File: config.mk
export PLATFORM = sky130hd
export DESIGN_NAME = bit_vector_range_ops_unit
export DESIGN_NICKNAME = d
export VERILOG_FILES = /design/src/rtl/bvro_pkg.sv /design/src/rtl/bit_vector_range_ops_unit.sv /design/src/rtl/bvro_cell.sv /design/src/rtl/bvro_word_op.sv
export VERILOG_INCLUDE_DIRS = /design/src /design/src/rtl
export SDC_FILE = /design/constraint.sdc
export NUM_CORES = 2
export LEC_CHECK = 0
export ABC_CLOCK_PERIOD_IN_PS = 10100
export BUFFER_PORTS_ARGS = -buffer_cell sky130_fd_sc_hd__buf_2
export CAP_MARGIN = 30
export CORE_MARGIN = 3
export CORE_UTILIZATION = 55
export CTS_CLUSTER_SIZE = 40
export DETAILED_ROUTE_END_ITERATION = 8
export PLACE_DENSITY = 0.7
export SLEW_MARGIN = 20
export SYNTH_ARGS = -nofsm -noshare
export SYNTH_HDL_FRONTEND = slang
export SYNTH_SLANG_ARGS = --single-unit
File: constraint.sdc
create_clock -name clock -period 10.1 [get_ports clock]
set_input_delay 1.01 -clock clock [delete_from_list [all_inputs] [get_ports clock]]
set_output_delay 1.01 -clock clock [all_outputs]
set_load 0.1 [all_outputs]
File: src/rtl/bit_vector_range_ops_unit_defines.svh
// ----------------------------------------------------------------------------
// Assertion macros for the bit vector range ops unit
// Clocked on clock, disabled while reset is high.
// ----------------------------------------------------------------------------
`ifndef BIT_VECTOR_RANGE_OPS_UNIT_DEFINES_SVH
`define BIT_VECTOR_RANGE_OPS_UNIT_DEFINES_SVH

// same-cycle implication
`define BVRO_ASSERT_NOW(label, ante, cons, msg) \
   label: assert property (@(posedge clock) disable iff (reset) (ante) |-> (cons)) \
      else $error(msg);

// next-cycle implication
`define BVRO_ASSERT_NEXT(label, ante, cons, msg) \
   label: assert property (@(posedge clock) disable iff (reset) (ante) |=> (cons)) \
      else $error(msg);

`endif

File: src/rtl/bvro_pkg.sv
// ----------------------------------------------------------------------------
// bvro_pkg
// Shared constants, op codes and item types of the bit vector range ops unit.
// ----------------------------------------------------------------------------
`default_nettype none

package bvro_pkg;

   localparam int VECTOR_BITS = 1024;
   localparam int WORD_BITS   = 64;
   localparam int WORD_COUNT  = (VECTOR_BITS + WORD_BITS - 1) / WORD_BITS;
   localparam int INDEX_W     = $clog2(VECTOR_BITS);
   localparam int LEN_W       = $clog2(VECTOR_BITS + 1);
   localparam int WORD_SHIFT  = $clog2(WORD_BITS);
   localparam int STEP_W      = INDEX_W - WORD_SHIFT;   // word number within the store
   localparam int LWORD_W     = LEN_W - WORD_SHIFT;     // word number of a length
   localparam int POP_W       = $clog2(WORD_BITS + 1);
   localparam int OP_W        = 3;

   localparam logic [OP_W-1:0] OP_GET   = 3'd0;
   localparam logic [OP_W-1:0] OP_PUT   = 3'd1;
   localparam logic [OP_W-1:0] OP_SET   = 3'd2;
   localparam logic [OP_W-1:0] OP_CLEAR = 3'd3;
   localparam logic [OP_W-1:0] OP_FLIP  = 3'd4;
   localparam logic [OP_W-1:0] OP_COUNT = 3'd5;

   typedef logic [WORD_BITS-1:0] word_type;

   typedef struct packed {
      logic [OP_W-1:0]    op;
      logic [INDEX_W-1:0] low_index;
      logic [INDEX_W-1:0] high_index;
      logic               bit_value;
   } req_type;

   typedef struct packed {
      logic             read_bit;
      logic [LEN_W-1:0] ones_count;
      logic             error;
   } rsp_type;

   // operation context held for the whole walk over the store
   typedef struct packed {
      logic [OP_W-1:0]    op;
      logic [INDEX_W-1:0] low_index;
      logic [INDEX_W-1:0] high_index;
      logic               bit_value;
      logic               error;
      logic [LEN_W-1:0]   length;
   } ctx_type;

endpackage

`default_nettype wire

File: src/rtl/bit_vector_range_ops_unit.sv
// ----------------------------------------------------------------------------
// bit_vector_range_ops_unit
// Bit vector with get, put, range set/clear/flip and population count.
// ----------------------------------------------------------------------------
// Usage:
//   req_*  : one item per request (op, low_index, high_index, bit_value).
//   rsp_*  : exactly one result item per request (read_bit, ones_count, error).
//   csr_*  : write of vector_length, the number of bits in use (reset 1024,
//            values above the store size act as the store size). Write only
//            while the unit is idle; csr_ready is always high.
// The store is a ring of 16 word cells. Every item rotates the ring once
// around: each cycle that the walk advances, the word at the head passes
// through the word unit and re-enters at the tail, so all ops cost the same.
// A walk takes 16 ring steps from request accept to rsp_valid (the last one
// loads the result register). A new item is not taken before the walk is
// done: req_ready drops while a walk is in progress and rises again once the
// last step has loaded the result register.
// Reset: synchronous; clears the whole store, sets vector_length to 1024 and
// empties the result register.
// Stall: a held result does not block a new request; a walk that finishes
// while the previous result is still unaccepted pauses on its last step.
// ----------------------------------------------------------------------------
`default_nettype none

`include "bit_vector_range_ops_unit_defines.svh"

module bit_vector_range_ops_unit (
   input  wire                       clock,
   input  wire                       reset,
   input  wire                       req_valid,
   output logic                      req_ready,
   input  bvro_pkg::req_type         req_item,
   output logic                      rsp_valid,
   input  wire                       rsp_ready,
   output bvro_pkg::rsp_type         rsp_item,
   input  wire                       csr_valid,
   output logic                      csr_ready,
   input  wire [bvro_pkg::LEN_W-1:0] csr_data
);
   import bvro_pkg::*;

   localparam logic [STEP_W-1:0] LAST_STEP = STEP_W'(WORD_COUNT - 1);

   // config
   logic [LEN_W-1:0]  vlen_ff, vlen_in;
   logic [LEN_W-1:0]  used_len;

   // walk control
   logic              busy_ff, busy_in;
   logic [STEP_W-1:0] step_ff, step_in;
   ctx_type           ctx_ff, ctx_in;
   logic [LEN_W-1:0]  cnt_ff, cnt_in;
   logic              rbit_ff, rbit_in;
   logic              rsp_valid_ff, rsp_valid_in;
   rsp_type           rsp_item_ff, rsp_item_in;

   logic              req_fire, last, advance, rsp_pop;
   logic              lo_bad, hi_bad, new_err;

   // ring of word cells; the head is cell 0
   word_type          ring [WORD_COUNT];
   word_type          head_new;
   logic              hit_bit;
   logic [POP_W-1:0]  ones;
   logic [LEN_W-1:0]  cnt_sum;

   assign csr_ready = 1'b1;
   assign req_ready = !busy_ff;
   assign req_fire  = req_valid && req_ready;
   assign rsp_pop   = rsp_valid_ff && rsp_ready;
   assign last      = (step_ff == LAST_STEP);
   // final step waits while the previous result still sits unaccepted
   assign advance   = busy_ff && !(last && rsp_valid_ff && !rsp_ready);

   assign used_len  = (vlen_ff > LEN_W'(VECTOR_BITS)) ? LEN_W'(VECTOR_BITS) : vlen_ff;

   // range and op checks, done once at accept
   assign lo_bad = ({1'b0, req_item.low_index} >= used_len);
   assign hi_bad = ({1'b0, req_item.high_index} >= used_len);

   always_comb begin
      case (req_item.op)
         OP_GET, OP_PUT:            new_err = lo_bad;
         OP_SET, OP_CLEAR, OP_FLIP: new_err = lo_bad || hi_bad ||
                                             (req_item.high_index < req_item.low_index);
         OP_COUNT:                  new_err = 1'b0;
         default:                   new_err = 1'b1;
      endcase
   end

   genvar gi;
   generate
      for (gi = 0; gi < WORD_COUNT; gi++) begin : g_cell
         word_type shift_in;
         if (gi == WORD_COUNT - 1) begin : g_tail
            assign shift_in = head_new;
         end else begin : g_mid
            assign shift_in = ring[gi + 1];
         end
         bvro_cell u_cell (
            .clock    (clock),
            .reset    (reset),
            .shift_en (advance),
            .shift_in (shift_in),
            .word_out (ring[gi])
         );
      end
   endgenerate

   bvro_word_op u_word_op (
      .ctx      (ctx_ff),
      .step     (step_ff),
      .word_in  (ring[0]),
      .word_out (head_new),
      .hit_bit  (hit_bit),
      .ones     (ones)
   );

   assign cnt_sum = cnt_ff + LEN_W'(ones);

   always_comb begin
      vlen_in      = vlen_ff;
      busy_in      = busy_ff;
      step_in      = step_ff;
      ctx_in       = ctx_ff;
      cnt_in       = cnt_ff;
      rbit_in      = rbit_ff;
      rsp_valid_in = rsp_valid_ff && !rsp_pop;
      rsp_item_in  = rsp_item_ff;

      if (csr_valid) begin
         vlen_in = csr_data;
      end

      if (req_fire) begin
         busy_in          = 1'b1;
         step_in          = '0;
         cnt_in           = '0;
         rbit_in          = 1'b0;
         ctx_in.op         = req_item.op;
         ctx_in.low_index  = req_item.low_index;
         ctx_in.high_index = req_item.high_index;
         ctx_in.bit_value  = req_item.bit_value;
         ctx_in.error      = new_err;
         ctx_in.length     = used_len;
      end else if (advance) begin
         step_in = step_ff + 1'b1;
         cnt_in  = cnt_sum;
         rbit_in = rbit_ff | hit_bit;
         if (last) begin
            busy_in                = 1'b0;
            step_in                = '0;
            rsp_valid_in           = 1'b1;
            rsp_item_in.read_bit   = rbit_ff | hit_bit;
            rsp_item_in.ones_count = cnt_sum;
            rsp_item_in.error      = ctx_ff.error;
         end
      end
   end

   always_ff @(posedge clock) begin
      if (reset) begin
         vlen_ff      <= LEN_W'(VECTOR_BITS);
         busy_ff      <= 1'b0;
         step_ff      <= '0;
         rsp_valid_ff <= 1'b0;
      end else begin
         vlen_ff      <= vlen_in;
         busy_ff      <= busy_in;
         step_ff      <= step_in;
         rsp_valid_ff <= rsp_valid_in;
      end
   end

   always_ff @(posedge clock) begin
      ctx_ff      <= ctx_in;
      cnt_ff      <= cnt_in;
      rbit_ff     <= rbit_in;
      rsp_item_ff <= rsp_item_in;
   end

   assign rsp_valid = rsp_valid_ff;
   assign rsp_item  = rsp_item_ff;

   `BVRO_ASSERT_NEXT(a_accept_starts_walk, req_fire, busy_ff && (step_ff == '0), "walk did not start at word zero")
   `BVRO_ASSERT_NOW(a_idle_step_zero, !busy_ff, step_ff == '0, "step counter not parked while idle")
   `BVRO_ASSERT_NEXT(a_last_step_result, advance && last, rsp_valid_ff && !busy_ff, "finished walk gave no result")
   `BVRO_ASSERT_NOW(a_result_consistent, rsp_valid_ff && (rsp_item_ff.read_bit || (rsp_item_ff.ones_count != '0)), !rsp_item_ff.error, "data reported with error set")

endmodule

`default_nettype wire

File: src/rtl/bvro_cell.sv
// ----------------------------------------------------------------------------
// bvro_cell
// One word of the store; takes its neighbor's word when the ring rotates.
// ----------------------------------------------------------------------------
`default_nettype none

module bvro_cell (
   input  wire                 clock,
   input  wire                 reset,
   input  wire                 shift_en,
   input  bvro_pkg::word_type  shift_in,
   output bvro_pkg::word_type  word_out
);
   import bvro_pkg::*;

   word_type word_ff;
   word_type word_in;

   assign word_in  = shift_en ? shift_in : word_ff;
   assign word_out = word_ff;

   always_ff @(posedge clock) begin
      if (reset) begin
         word_ff <= '0;
      end else begin
         word_ff <= word_in;
      end
   end

endmodule

`default_nettype wire

File: src/rtl/bvro_word_op.sv
// ----------------------------------------------------------------------------
// bvro_word_op
// Applies the current operation to the word at the head of the ring.
// ----------------------------------------------------------------------------
`default_nettype none

module bvro_word_op (
   input  bvro_pkg::ctx_type                 ctx,
   input  wire [bvro_pkg::STEP_W-1:0]        step,
   input  bvro_pkg::word_type                word_in,
   output bvro_pkg::word_type                word_out,
   output logic                              hit_bit,
   output logic [bvro_pkg::POP_W-1:0]        ones
);
   import bvro_pkg::*;

   localparam word_type ONES = {WORD_BITS{1'b1}};

   logic [STEP_W-1:0]     lo_w, hi_w;
   logic [WORD_SHIFT-1:0] lo_b, hi_b, len_b;
   logic [LWORD_W-1:0]    len_w, step_l;
   word_type              from_lo, to_hi, range_mask, len_mask;
   logic                  point_hit;

   assign lo_w   = ctx.low_index[INDEX_W-1:WORD_SHIFT];
   assign lo_b   = ctx.low_index[WORD_SHIFT-1:0];
   assign hi_w   = ctx.high_index[INDEX_W-1:WORD_SHIFT];
   assign hi_b   = ctx.high_index[WORD_SHIFT-1:0];
   assign len_w  = ctx.length[LEN_W-1:WORD_SHIFT];
   assign len_b  = ctx.length[WORD_SHIFT-1:0];
   assign step_l = {1'b0, step};

   always_comb begin
      if (step > lo_w)       from_lo = ONES;
      else if (step == lo_w) from_lo = ONES << lo_b;
      else                   from_lo = '0;

      if (step < hi_w)       to_hi = ONES;
      else if (step == hi_w) to_hi = ONES >> (WORD_SHIFT'(WORD_BITS - 1) - hi_b);
      else                   to_hi = '0;

      if (step_l < len_w)       len_mask = ONES;
      else if (step_l == len_w) len_mask = ~(ONES << len_b);
      else                      len_mask = '0;
   end

   assign range_mask = ctx.error ? '0 : (from_lo & to_hi);
   assign point_hit  = !ctx.error && (step == lo_w) &&
                       ((ctx.op == OP_GET) || (ctx.op == OP_PUT));
   assign hit_bit    = point_hit & word_in[lo_b];

   always_comb begin
      word_out = word_in;
      case (ctx.op)
         OP_PUT: begin
            if (point_hit) word_out[lo_b] = ctx.bit_value;
         end
         OP_SET:   word_out = word_in | range_mask;
         OP_CLEAR: word_out = word_in & ~range_mask;
         OP_FLIP:  word_out = word_in ^ range_mask;
         default:  word_out = word_in;
      endcase
   end

   assign ones = (ctx.op == OP_COUNT) ? POP_W'($countones(word_in & len_mask)) : '0;

endmodule

`default_nettype wire
# Word-level counts from Yosys, hierarchy flattened
# Cells that the tools add are included.
# word_totals
in_bits	40
out_inout_bits	16
word_cells	183
ff_bits	1102
# op_classes
n_lt_le_gt_ge	9
shifts	3
n_addsub	66
n_reduce_logical	26
muxes	24
bitwise_logic	10
eq_ne	14
# op_table
operator	n
$mux W64	8
$pmux W64 S4	1
$add A7 B7 Y7	31
$and A64 B64 Y64	3
$not A64 Y64	2
$shl A64 B6 Y64 const A	2
$add A1 B1 Y2	32
$bwmux W64	1
$or A64 B64 Y64	1
$shr A64 B6 Y64 const A	1
$xor A64 B64 Y64	1
$ge A10 B11 Y1	2
$eq A3 B2 Y1 const B	4
$eq A3 B3 Y1 const B	4
$add A11 B7 Y11	1
$gt A11 B11 Y1 const B	1
$mux W11	1
$lt A10 B10 Y1	1
$logic_and A1 B1 Y1	9
$eq A4 B4 Y1	2
$mux W1	8
$lt A6 B7 Y1 const B	1
$mux W7	1
$bmux W1 S6	1
other kinds (23)	33

# Longest topological paths before layout
# logic_depth
ltp_word	13
ltp_mapped	41
mapped_depth_nobuf	39

# Cells and area by module
# A second synthesis with hierarchy kept.
# unflattened
hier_cells	5060
area_unflattened_um2	50270.7
# by_module_without_submodules
mod	instances	area_each_um2	cells_per_inst
bvro_cell	16	2290.9	206
bvro_word_op	1	9865.7	1435
bit_vector_range_ops_unit	1	3749.8	329

# Worst setup path before layout
# Ideal clock, no wire load.
# synth_path
path_kind	reg-to-reg
from	register step_ff[2]
to	register rsp_item_ff (netlist bit rsp_item[10]) (data pin)
period_less_slack_ns	8.409
t_arrival_ns	8.145
stages_incl_launch_ff	33
required_time_ns	9.836
path_buffers	2
setup_slack_ns	1.691
path_cell_list	dfxtp_1 -> ha_1 -> nand3_1 -> nor3b_1 -> nand2_1 -> and2_1 -> buf_2 -> buf_2 -> a21oi_1 -> ha_1 -> inv_1 -> fa_1 -> inv_1 -> fa_1 -> inv_1 -> fa_1 -> inv_1 -> fa_1 -> fa_1 -> fa_1 -> inv_1 -> fa_1 -> inv_1 -> ha_1 -> inv_1 -> fa_1 -> nor2_1 -> ha_1 -> and3_1 -> a221o_1 -> o41ai_1 -> nand3b_1 -> xnor2_1
# synth_between
elab_chain_cells	12
# synth_rtl
item	line_no	rtl
start: declaration	bit_vector_range_ops_unit.sv:50	logic [STEP_W-1:0] step_ff, step_in;
start signal: assignment	bit_vector_range_ops_unit.sv:170	step_ff <= step_in;
branches (longest 2 deep; another with $lt A4 B5 Y1)	--	
$mux W64 (*)	bvro_word_op.sv:42	if (step_l < len_w) len_mask = ONES;
$and A64 B64 Y64 (*)	bvro_word_op.sv:65	assign ones = (ctx.op == OP_COUNT) ? POP_W'($countones(word_in & len_mask)) : '0;
$add A1 B1 Y2 (not written as such)	bvro_word_op.sv:65	
$add A7 B7 Y7 (not written as such) (4 in series)	bvro_word_op.sv:65	
$add A7 B7 Y7 (not written as such) (*)	bvro_word_op.sv:65	
$mux W7 (*)	bvro_word_op.sv:65	
$add A11 B7 Y11 (*)	bit_vector_range_ops_unit.sv:119	assign cnt_sum = cnt_ff + LEN_W'(ones);
net cnt_sum[9]	bit_vector_range_ops_unit.sv:65	logic [LEN_W-1:0] cnt_sum;
end signal: assignment	bit_vector_range_ops_unit.sv:179	rsp_item_ff <= rsp_item_in;
end: declaration	bit_vector_range_ops_unit.sv:55	rsp_type rsp_item_ff, rsp_item_in;
# Mark *: on every way through the listed nets, which the timed path passes.
# A chain may end at the register's enable or synchronous reset.

# Worst setup path after layout
# layout_path
from	register step_ff[0]
to	register cnt_ff[9]
# layout_between
elab_chain_cells	12
# layout_rtl
item	line_no	rtl
branches (longest 2 deep; another with $lt A4 B5 Y1)	--	
$mux W64 (*)	bvro_word_op.sv:42	
$and A64 B64 Y64 (*)	bvro_word_op.sv:65	
$add A1 B1 Y2 (not written as such)	bvro_word_op.sv:65	
$add A7 B7 Y7 (not written as such) (4 in series)	bvro_word_op.sv:65	
$add A7 B7 Y7 (not written as such) (*)	bvro_word_op.sv:65	
$mux W7 (*)	bvro_word_op.sv:65	
$add A11 B7 Y11 (*)	bit_vector_range_ops_unit.sv:119	
net cnt_sum[9]	bit_vector_range_ops_unit.sv:65	
end signal: assignment	bit_vector_range_ops_unit.sv:177	cnt_ff <= cnt_in;
end: declaration	bit_vector_range_ops_unit.sv:52	logic [LEN_W-1:0] cnt_ff, cnt_in;
# Marks and branches as above.

==> out/results.ini <==
[clocking]
cts_root_buf=clkbuf_16
clock_latency_ps=720
cts_max_level=3
path_clk_slew_ps=60
clkSinkCount=1102
cts_resized=0
ctsHoldBuffers=0
post-cts-setup-buffers=0
cts_buffers=107
cts_tree=yes
clk_path_buf_depth=3

[power_and_ir_drop]
power.leakage_nw=18.2
ir_worst_vdd_uv=157
total_power_w=0.00919
p_per_area_nw_per_um2=172

[finish]
mostFrequentLayoutCell=nand2_1
drive_gt1_share_pct=5.73
most-common-layout-cells=nand2_1 (2,060), a21oi_1 (1,240), dfxtp_1 (1,053), ha_1 (220), inv_1 (206)
nets=6348
areaGrowthSynthToFinish_pct=8.82

[global_routing]
grt_pass1_vias=38000
overflow=0
antenna_found_initial=4
grt_usage_pct=27.5
grt_pass1_wl_um=208000
grt_max_degree=242

[critical_path]
crit_fanout=18
required_ps=10680
slowest_delay_ps=670
worstSetupPathType=reg -> reg
critPathSlowestCell=and2_1
cp_common_cell=fa_1
critical_path_arrival_ps=9710
cp-end-kind=flip-flop
startpoint_type=flip-flop

[yosys]
synth_simple_gate_area_share_pct=20.1
synth_cell_type_count=70
syn-cell-area_sq_um=49100
synthAdderAreaFrac_pct=8.09
seq_area_frac_synth_pct=45.9
synth-xor-area-share_pct=0.214
async_reset_ff_share_pct=0
synth_top_family_by_area=simple AND/OR/NAND/NOR gates
synth-edff-count=49
synth_area_leaders=dfxtp_1 (43%), nand2_1 (16%), a21oi_1 (13%)
netlist.area_leader.share_pct=42.9
synth_compound_area_share_pct=19.4
synth_warnings=0
syn_inst=6280
ys_ff_latch=1102
synthMuxAreaShare_pct=0.871
yosysTopAreaCell=dfxtp_1
ys.flop_type=dfxtp_1
syn_nets=6601
syn_area_per_cell_sq_um=7.82

[timing]
min_period_ps=9140
finClkSkew_ps=64.7
period_share_pct=90.5
clock.fmax_ghz=0.109
holdWs_ps=412
hold_violations=0
rsz0062_at_grt=false
report.final.setup_viol=0
worst_pin_slew_ps=1260
slew_headroom_pct=16.0
final.setup.worst_slack_ps=962
slew_viol_final=0
tns_ps=0

[die]
rows=108
dieArea_sq_um=92900
start_util_pct=56.0
io_pins=56
chipHeight_um=305
coreArea_sq_um=87700
die_w_um=305

[drt]
wl_per_cell_um=18.1
vias=41400
wirelength_um=132000
ant_nets=0
drc=0
vias_per_cell=5.68
drt_first_pass_iters=8
drtIter0Drc=4191

[placement]
detailed_place_hpwl_um=84800
post-place-ws_ps=965
finalWeightedCongestion=1.01
portBuffers=54

[job]
cap_violations=0

[min_path]
hp-class=reg -> reg

[run_status]
status=completed

==> cell usage after synthesis (21+ instances only) <==
| cell | instances |
|---|---|
| o21ai_1 | 23 |
| o221ai_1 | 29 |
| nand2b_1 | 30 |
| edfxtp_1 | 49 |
| nor2_1 | 101 |
| ha_1 | 220 |
| nand2_1 | 2060 |
| dfxtp_1 | 1053 |
| inv_1 | 207 |
| nor2b_1 | 79 |
| o21a_1 | 78 |
| nor3_1 | 21 |
| o211ai_1 | 74 |
| fa_1 | 61 |
| o21ai_0 | 142 |
| a21oi_1 | 1242 |
| buf_2 | 62 |
| nand3_1 | 43 |
| clkbuf_1 | 390 |
| o22ai_1 | 71 |
==> where the power goes <==
part	switching (W)	internal (W)	total, W
Sequential	0.0000304	0.00441	0.00444
Clock	0.00169	0.00245	0.00414
Combinational	0.000462	0.000137	0.000599
==> cell families (layout without fill, tap and decap cells) <==
| group | Yosys count | count (layout) |
|---|---|---|
| other | 1 | 3 |
| multiplexers | 37 | 37 |
| AO/OA/AOI/OAI | 1738 | 1738 |
| XOR/XNOR | 12 | 12 |
| AND/OR/NAND/NOR | 2424 | 2424 |
| buffers and inverters | 685 | 526 |
| adder cells (fa/ha/maj) | 281 | 281 |
| flip-flops | 1102 | 1102 |
==> sequential cells by signal (all words and copies together) (netlist names) <==
register	cells
g_cell.u_cell.word_out	1024
rsp_item	13
busy_ff	1
vlen_ff	11
rsp_valid	1
cnt_ff	11
step_ff	4
rbit_ff	1
ctx_ff	36
==> through the flow <==
stage | cells | area, sq um | utilization, %
floorplan | 6280 | 49100 | -
global placement | 7062 | 49500 | 56.5
detailed placement | 7066 | 49600 | 56.5
CTS | 7269 | 53300 | 60.8
global route | 7276 | 53400 | 60.9
finish | 7278 | 53400 | 60.9
==> layer usage <==
metal / global-route usage, % / part of all wire, % / up-vias
met5: 0 / 0.045 / -
met4: 11.3 / 4.2 / 6
met3: 5.72 / 6.8 / 329
met2: 41.5 / 43 / 1211
met1: 38.3 / 45 / 19500
li1: - / - / 20300
==> final cells by class <==
type,instances,area (sq um)
Tap cell,1155,1450
Fill cell,8038,34300
Antenna cell,2,5.00
Timing Repair Buffer,116,956
Clock buffer,168,3290
Sequential cell,1102,22600
Clock inverter,35,464
Multi-Input combinational cell,4493,24000
Inverter,207,777
==> final timing paths <==
check / startpoint / to / slack [ps] / cells after the start
max: step_ff[0] / cnt_ff[9] / 960 / 31
min reg2reg: g_cell[4].u_cell.word_out[31] / g_cell[3].u_cell.word_out[31] / 410 / 2
max reg2reg: step_ff[0] / cnt_ff[9] / 960 / 31
min: g_cell[4].u_cell.word_out[31] / g_cell[3].u_cell.word_out[31] / 410 / 2
==> critical path: cells and delay by family, from the launching register on <==
| kind | cells | cell delay (ps) |
|---|---|---|
| compound gates | 6 | 1380 |
| buf+inv | 6 | 630 |
| flops | 1 | 410 |
| xor+xnor | 1 | 80 |
| simple gates | 7 | 1800 |
| fa+ha+maj | 11 | 4750 |
No activity file was read; power rests on OpenSTA's default activity.
